### src/design/sct_pkg.sv
// ----------------------------------------------------------------------------
// sct_pkg: shared types and constants
// Request codes, controller states and the command/status bundles that pass
// between the controller and the datapath of the coefficient table.
// ----------------------------------------------------------------------------
`default_nettype none

package sct_pkg;

	localparam int KEY_BITS    = 8;
	localparam int TABLE_DEPTH = 256;
	localparam int ADDR_W      = $clog2(TABLE_DEPTH);
	localparam int CNT_W       = $clog2(TABLE_DEPTH + 1);
	localparam int COEF_W      = 32;
	localparam int MOD_W       = 16;
	localparam int ODD_W       = 10;
	localparam int STEP_W      = $clog2(COEF_W);
	localparam logic [MOD_W-1:0] MOD_RESET = MOD_W'(8);

	typedef enum logic [2:0] {
		OP_ADD    = 3'd0,
		OP_SUB    = 3'd1,
		OP_SET    = 3'd2,
		OP_LOOKUP = 3'd3,
		OP_REDUCE = 3'd4,
		OP_CLEAN  = 3'd5,
		OP_CLEAR  = 3'd6,
		OP_ODD    = 3'd7
	} op_t;

	typedef enum logic [2:0] {
		ST_IDLE,
		ST_SCAN,
		ST_EVAL,
		ST_DIV,
		ST_WB,
		ST_FIN,
		ST_OUT
	} state_t;

	typedef struct packed {
		logic load;
		logic rd;
		logic eval;
		logic div_start;
		logic div_step;
		logic wb;
		logic fin;
		logic out_load;
	} cmd_t;

	typedef struct packed {
		op_t  op;
		logic mod_zero;
		logic scan_done;
		logic hit;
		logic div_last;
	} stat_t;

endpackage

`default_nettype wire

### src/design/sct_ctrl.sv
// ----------------------------------------------------------------------------
// sct_ctrl: request sequencer
// Walks the stored terms one at a time and steps the residue unit for reduce.
// ----------------------------------------------------------------------------
`default_nettype none

module sct_ctrl (
	input  wire logic          clk,
	input  wire logic          arst_n,
	input  wire logic          s_tvalid,
	output logic               s_tready,
	input  wire sct_pkg::op_t  req_op,
	output logic               m_tvalid,
	input  wire logic          m_tready,
	input  wire sct_pkg::stat_t stat,
	output sct_pkg::cmd_t      cmd
);
	import sct_pkg::*;

	state_t state_q, state_nx;
	logic   m_tvalid_q;

	assign m_tvalid = m_tvalid_q;

	always_ff @(posedge clk or negedge arst_n) begin
		if (!arst_n) begin
			state_q    <= ST_IDLE;
			m_tvalid_q <= 1'b0;
		end else begin
			state_q <= state_nx;
			if (cmd.out_load)
				m_tvalid_q <= 1'b1;
			else if (m_tready)
				m_tvalid_q <= 1'b0;
		end
	end

	always_comb begin
		state_nx = state_q;
		cmd      = '0;
		s_tready = 1'b0;
		case (state_q)
			ST_IDLE: begin
				s_tready = 1'b1;
				if (s_tvalid) begin
					cmd.load = 1'b1;
					state_nx = (req_op == OP_CLEAR) ? ST_FIN : ST_SCAN;
				end
			end
			ST_SCAN: begin
				if (stat.scan_done) begin
					state_nx = ST_FIN;
				end else begin
					cmd.rd   = 1'b1;
					state_nx = ST_EVAL;
				end
			end
			ST_EVAL: begin
				cmd.eval = 1'b1;
				if ((stat.op == OP_ADD || stat.op == OP_SUB || stat.op == OP_SET) && stat.hit)
					state_nx = ST_FIN;
				else if (stat.op == OP_REDUCE && !stat.mod_zero) begin
					cmd.div_start = 1'b1;
					state_nx      = ST_DIV;
				end else
					state_nx = ST_SCAN;
			end
			ST_DIV: begin
				cmd.div_step = 1'b1;
				if (stat.div_last)
					state_nx = ST_WB;
			end
			ST_WB: begin
				cmd.wb   = 1'b1;
				state_nx = ST_SCAN;
			end
			ST_FIN: begin
				cmd.fin  = 1'b1;
				state_nx = ST_OUT;
			end
			ST_OUT: begin
				if (!m_tvalid_q || m_tready) begin
					cmd.out_load = 1'b1;
					state_nx     = ST_IDLE;
				end
			end
			default: state_nx = ST_IDLE;
		endcase
	end

endmodule

`default_nettype wire

### config.mk
export PLATFORM = sky130hd
export DESIGN_NAME = sct_ctrl
export DESIGN_NICKNAME = d
export VERILOG_FILES = /design/src/design/sct_pkg.sv /design/src/design/sct_ctrl.sv
export SDC_FILE = /design/constraint.sdc
export NUM_CORES = 1
export LEC_CHECK = 0
export ABC_CLOCK_PERIOD_IN_PS = 1200
export BUFFER_PORTS_ARGS = -buffer_cell sky130_fd_sc_hd__buf_2
export CAP_MARGIN = 15
export CORE_AREA = 2 2 39 41
export DETAILED_ROUTE_END_ITERATION = 16
export DIE_AREA = 0 0 41 43
export PLACE_DENSITY = 0.71
export SYNTH_ARGS = -nofsm -noshare
export SYNTH_HDL_FRONTEND = slang
export SYNTH_SLANG_ARGS = --single-unit
export TNS_END_PERCENT = 10
### constraint.sdc
create_clock -name clk -period 1.2 [get_ports clk]
set_input_delay 0.24 -clock clk [delete_from_list [all_inputs] [get_ports clk]]
set_output_delay 0.24 -clock clk [all_outputs]
set_load 0.01 [all_outputs]
Word level (Yosys, flattened, before mapping)
Cells that the tools add are included.
- flip-flop bits (word level): 4
- bits of input ports: 14
- output and inout port bits: 10
- logic and storage cells: 49
- equal/unequal tests: 13
- mux-type cells: 23
- reduce and logical (&&, ||, !) cells: 11
- operators by type and width (operator ; count):
    $pmux W3 S7 ; 1
    $mux W3 ; 6
    $eq A3 B3 Y1 const B ; 5
    $mux W1 ; 14
    $eq A3 B2 Y1 const B ; 3
    $eq A3 B1 Y1 const B ; 2
    $logic_not A3 Y1 ; 2
    $ne A2 B2 Y1 const B ; 3
    $mux W2 ; 2
    $logic_or A1 B1 Y1 ; 3
    $reduce_and A3 Y1 ; 1
    $logic_and A1 B1 Y1 ; 2
    $logic_not A1 Y1 ; 2
    $reduce_bool A2 Y1 ; 1

Logic depth before layout (Yosys ltp)
Gate-level depths: netlist of run 1.
- depth in word-level cells: 6
- depth in mapped cells: 5
- depth with buffers taken out: 4

Worst setup path before layout of run 1
OpenSTA, ideal clock, no wires.
- path kind: reg2out
- from: reg state_q[1]
- to: out cmd[7] in the netlist's numbering
- arrival time: 1.143 ns
- data required time: 0.960 ns
- setup slack: -0.183 ns
- stages on the path, launching flop included: 4
- path buffers: 1
- cells stage by stage: dfrtp_1 clkbuf_8 nor3_1 and2_1
- RTL lines (what ; line ; source):
    start, declared ; sct_ctrl.sv:20 ; state_t state_q, state_nx;
    start signal, assigned ; sct_ctrl.sv:30 ; state_q <= state_nx;
    end, declared ; sct_ctrl.sv:16 ; output sct_pkg::cmd_t cmd

==> results of run 1 <==
[through the flow]
stage / TNS, ns / hold slack (ns) / power [mW]
finish: -2.14 / 0.249 / 1.38
global route: -2.80 / 0.261 / 1.49
CTS: -2.14 / 0.234 / 1.32
detailed placement: -0.636 / 0.0452 / 1.01
global placement: -0.556 / 0.0442 / 0.997
floorplan: -0.158 / -0.0556 / 0.760
[power by group]
group	switching, mW	internal, mW	total (mW)
clock	0.0734	0.113	0.186
sequential	0.124	0.197	0.321
combinational	0.382	0.490	0.873
total	0.580	0.800	1.38
[critical path, cell delays in order (launching register included)]
cell     delay [ns]
dfrtp_2        0.45
buf_6          0.14
nor4b_2        0.23
buf_2          0.17
[kinds of logic after synthesis]
family                 count (synthesis)
and+or+nand+nor                       28
AOI/OAI and AO/OA                     11
buffers and inverters                  5
DFF                                    4
[what timing repair did]
action / 4_1_cts / 5_1_grt
endpoints found under the setup margin: 11 / 12
hold endpoints to repair: 4 / 0
gates resized for setup: 9 / 3
buffers inserted: 2 / 0
hold buffers: 1 / 0
pin swaps: 1 / 1
[Yosys cell counts]
cell type / number
nand2b_1: 1
a21oi_1: 1
or2b_2: 2
nor2b_1: 1
nand3_1: 2
o21ai_0: 5
and3_1: 1
nor3_2: 1
nor3b_1: 1
nand3b_1: 2
nor2_1: 5
buf_6: 1
and2b_2: 1
or4b_4: 1
dfrtp_1: 4
nor4b_1: 1
and2_1: 1
nand2_1: 4
o2bb2ai_1: 1
o21ai_1: 1
clkbuf_8: 2
nor3_1: 3
a31oi_1: 1
or3_1: 1
o22ai_1: 1
inv_1: 2
o221a_2: 1
[final timing paths]
| check | cells after the start | endpoint | start | slack, ns |
|---|---|---|---|---|
| worst max-delay path | 3 | cmd[6] | state_q[2] | -0.28 |
| worst min-delay path | 3 | state_q[0] | s_tvalid | 0.25 |
| worst max register to register | 5 | state_q[2] | state_q[2] | -0.19 |
| worst min register to register | 2 | state_q[1] | state_q[1] | 0.71 |
| max in group asynchronous | 2 | state_q[1] | arst_n | 0.74 |
| min in group asynchronous | 2 | m_tvalid | arst_n | 0.32 |
[cell type report]
type	count	share of cell area, %
multi-input combinational	39	42.0
clock buffer	3	3.40
inverter	2	1.13
sequential	4	15.7
timing repair buffer	36	34.8
tap	16	3.02
[routing by layer]
metal	wire length, um	GRT usage [%]
met1	437	16.8
met5	0	0
met2	660	27.5
met3	65	2.09
met4	24	10.0
[sequential cells by signal, indices dropped and copies added, names as in the netlist]
register / cells
state_q: 3
m_tvalid: 1
[layout by cell type, fill, tap and decap left out, types with 2 or more instances in the layout]
cell	instances
dfrtp_2	3
inv_1	2
clkbuf_4	3
buf_2	23
buf_6	4
nand2_1	4
nand3b_1	2
nor2_1	5
nand3_1	2
o21ai_0	5
buf_4	8
nor3_1	2
==> impl_metrics.yaml, run 1 <==
drt:
  wl_mm: 1.19
  final_antenna_net_count: 0
  initialDrtViolationCount: 9
  dr_total_vias: 484
  first_pass_iters: 4
  viasPerCell: 4.84
  wl_per_cell_um: 11.9
  remaining_drc_errors: 0
timing:
  setup_viol: 11
  setup_ws_ns: -0.281
  relSlewSlack_pct: 84.1
  drv_slew: 0
  finalCritPeriodShare_pct: 123
  report.final.hold_viol_count: 0
  clock.fmax_mhz: 675
  worstMarginPinSlew_ns: 0.238
  rsz0062_at_grt: "true"
  clock_skew_ns: 0.00481
  fin_crit_ns: 1.48
setup_path:
  cp.arrival_ns: 1.24
  startpoint_type: "flop"
  path_class: "reg2out"
  cp-end-kind: "output pin"
  cp_max_fo: 6
  cp.required_ns: 0.96
final_layout:
  nets: 100
  final_core_util_pct: 47.8
  fill_cells: 138
  stdcell_area_um2: 662
  seqCellArea_um2: 104
  diodes: 0
  fin_cells: 100
  multi_input_area_um2: 278
  syn2layout_area_growth_pct: 71.8
  drive_above_1_share_pct: 61.9
synth:
  synth_mux_area_share_pct: 0
  synth_fa_ha_area_share_pct: 0
  synthCells: 48
  synth_compound_area_share_pct: 17.5
  synth_area_leaders: "dfrtp_1, clkbuf_8, o21ai_0"
  yosys.area_share.simple_pct: 44.5
  synth_top_family_by_area: "simple AND/OR/NAND/NOR gates"
  yosys.area.top_type_share_pct: 26.0
  syn_area_um2: 385
  netlist.top_cell.by_area: "dfrtp_1"
  synth_seq_area_share_pct: 26.0
  synth.avg_cell_area_um2: 8.03
  synthesis.nets: 62
  yosysWarnings: 0
  synth_xor_area_share_pct: 0
  ys_types: 27
  synth.ff_latch_count: 4
clock_tree:
  cts_buffer_depth: 2
  clock-sinks: 4
  htreeDepth: 1
  clkTransAtPathRegs_ns: 0.04
  cts_buffers: 3
  clk_latency_ns: 0.25
  root_buffer: "clkbuf_4"
  cts_tree: "built"
global_route:
  grt_max_degree: 15
  grt_pass1_vias: 462
  grt_overflow: 0
  grt_pass1_wl_mm: 1.86
  grt.total_usage_pct: 16.0
  antenna_found_initial: 0
floorplan:
  die_w_um: 41
  die_area_um2: 1760
  fp-row-count: 14
  io_pins: 24
  fp.dieH_um: 43
  initial_utilization_pct: 27.8
  core_area_um2: 1380
power:
  p_per_area_nw_per_um2: 2090
  max-vdd-ir-drop_v: 0.000764
  power_leakage_nw: 0.334
run:
  max_cap_viol_count: 0
place:
  gp_congestion: 0.769
  dpl.cell_count: 94
  post-dp-hpwl_um: 782
  place_area_um2: 568
  dpl_worst_slack_ns: -0.206
  port_buffers: 23
hold_path:
  hp-class: "in2reg"
run_status:
  status: "finished, violations left"
  violations: "negative setup slack"
Note: power is estimated with default switching activity, not from simulation.
==> run 2, diff against run 1 <==
--- a/config.mk
+++ b/config.mk
@@ -12,6 +12,7 @@
 export DETAILED_ROUTE_END_ITERATION = 16
 export DIE_AREA = 0 0 41 43
 export PLACE_DENSITY = 0.71
+export SETUP_SLACK_MARGIN = 0.5
 export SYNTH_ARGS = -nofsm -noshare
 export SYNTH_HDL_FRONTEND = slang
 export SYNTH_SLANG_ARGS = --single-unit
==> run 2 against run 1 <==
The flow still finishes with violations (negative setup slack). Sequential power shrank 2%. Clock-buffer cell count is the same. Global-route usage is the same. Maximum frequency shrank 0.51%. Hold slack gained 0.030 ns. Clock skew shrank 0.0032 ns.
==> impl_metrics.yaml, run 2 (synthesis gave the netlist of run 1 again) <==
run_status:
  status: "finished, violations left"
  violations: "negative setup slack"
timing:
  clock_skew_ns: 0.00163
  holdWs_ns: 0.279
  clock.fmax_mhz: 672
  relSlewSlack_pct: 86.7
  report.final.hold_viol_count: 0
  fin_crit_ns: 1.49
  setup_viol: 11
  rsz0062_at_grt: "true"
  drv_slew: 0
  worstMarginPinSlew_ns: 0.200
  finalCritPeriodShare_pct: 124
  setup_ws_ns: -0.288
drt:
  dr_total_vias: 486
  final_antenna_net_count: 0
  wl_per_cell_um: 11.1
  viasPerCell: 4.86
  wl_mm: 1.11
  initialDrtViolationCount: 11
  remaining_drc_errors: 0
  first_pass_iters: 4
power:
  power_mw: 1.45
  combPwrFrac_pct: 67.0
  power_leakage_nw: 0.343
  pwr-share-seq_pct: 21.8
  p_per_area_nw_per_um2: 2080
  max-vdd-ir-drop_v: 0.00105
  p_switching_mw: 0.578
  netSwitchingFraction_pct: 39.9
  p_clk_share_pct: 11.2
  p_int_mw: 0.872
setup_path:
  critPathLaunch: "state_q[1]"
  r2r.worst_path.cells: 5
  startpoint_type: "flop"
  timing.rr.end: "state_q[2]"
  cp-end-kind: "output pin"
  cp.required_ns: 0.96
  cp.arrival_ns: 1.25
  r2r_start: "state_q[2]"
  r2r_setup_slack_ns: -0.18
  critical_path.endpoint: "cmd[7]"
  path_class: "reg2out"
  cp_max_fo: 6
clock_tree:
  htreeDepth: 1
  clk_latency_ns: 0.23
  cts_buffer_depth: 2
  clock-sinks: 4
  root_buffer: "clkbuf_4"
  cts_tree: "built"
  cts_buffers: 3
  clkTransAtPathRegs_ns: 0.04
global_route:
  grt.total_usage_pct: 16.0
  antenna_found_initial: 0
  grt_pass1_wl_mm: 1.87
  grt_overflow: 0
  grt_pass1_vias: 433
  grt_max_degree: 15
hold_path:
  hp-class: "in2reg"
floorplan:
  die_w_um: 41
  io_pins: 24
  initial_utilization_pct: 27.8
  fp-row-count: 14
  die_area_um2: 1760
  core_area_um2: 1380
  fp.dieH_um: 43
place:
  post-dp-hpwl_um: 803
  port_buffers: 23
  gp_congestion: 0.747
run:
  max_cap_viol_count: 0
final_layout:
  mostFrequentLayoutCell: "buf_2"
  largest_reg_flops: 3
  nets: 100
  diodes: 0
  drive_above_1_share_pct: 66.7
  syn2layout_area_growth_pct: 80.5
  layout_common_cells: "buf_2, buf_6, o21ai_0"
  regMostFlops: "state_q"
-- run 2: cell counts in the layout (fill, tap and decap cells not counted) --
No cell type changed its count.
-- run 2: timing repair --
action / in CTS / in global routing
gates resized for setup: 12 / 7
endpoints found under the setup margin: 14 / 14
hold buffers: 1 / 0
endpoints found under the hold margin: 4 / 0
pin swaps: 3 / 4
setup buffers: 2 / 2
-- run 2: area by class of cell --
cell class / instances / area, um^2
tap: 16 / 20.0
multi-input combinational: 39 / 290
inverter: 2 / 7.51
fill: 135 / 688
sequential: 4 / 104
clock buffer: 3 / 22.5
timing repair buffer: 36 / 251
-- run 2: worst min path at each step --
stage / start / endpoint / slack (ns) / cells past startpoint
detailed placement: arst_n / state_q[0] / 0.05 / 1
finish: s_tvalid / state_q[0] / 0.28 / 3
global placement: arst_n / state_q[1] / 0.04 / 1
CTS: s_tvalid / state_q[0] / 0.28 / 3
global route: s_tvalid / state_q[0] / 0.28 / 3
floorplan: arst_n / m_tvalid / -0.06 / 0
-- run 2: power by group through the flow --
stage	sequential (mW)	combinational [mW]	clock (mW)
floorplan	0.263	0.538	0
global placement	0.320	0.696	0
detailed placement	0.323	0.710	0
CTS	0.329	0.853	0.170
global route	0.325	1.06	0.187
finish	0.316	0.971	0.163
-- run 2: metal layers --
layer  global-route usage, %  wire length, um
met5                       0                0
met4                    8.00                0
met3                    4.71               45
met2                    24.4              596
met1                    19.4              469
-- run 2: through the flow --
| step | util, % | setup WS (ns) | area, um^2 | std cells | TNS (ns) |
|---|---|---|---|---|---|
| finish | 50.3 | -0.288 | 696 | 100 | -2.12 |
| floorplan | - | 0.00192 | 410 | 48 | 0 |
| global route | 50.3 | -0.337 | 696 | 100 | -2.84 |
| global placement | 41.0 | -0.165 | 567 | 92 | -0.922 |
| detailed placement | 41.0 | -0.196 | 567 | 92 | -1.13 |
| CTS | 47.2 | -0.272 | 653 | 98 | -2.11 |
-- run 2: critical path, cell delays in order, from the launching register on --
cell and delay (ns):
dfrtp_2 0.45, buf_6 0.14, nor3_4 0.17, and2_4 0.16, buf_6 0.09
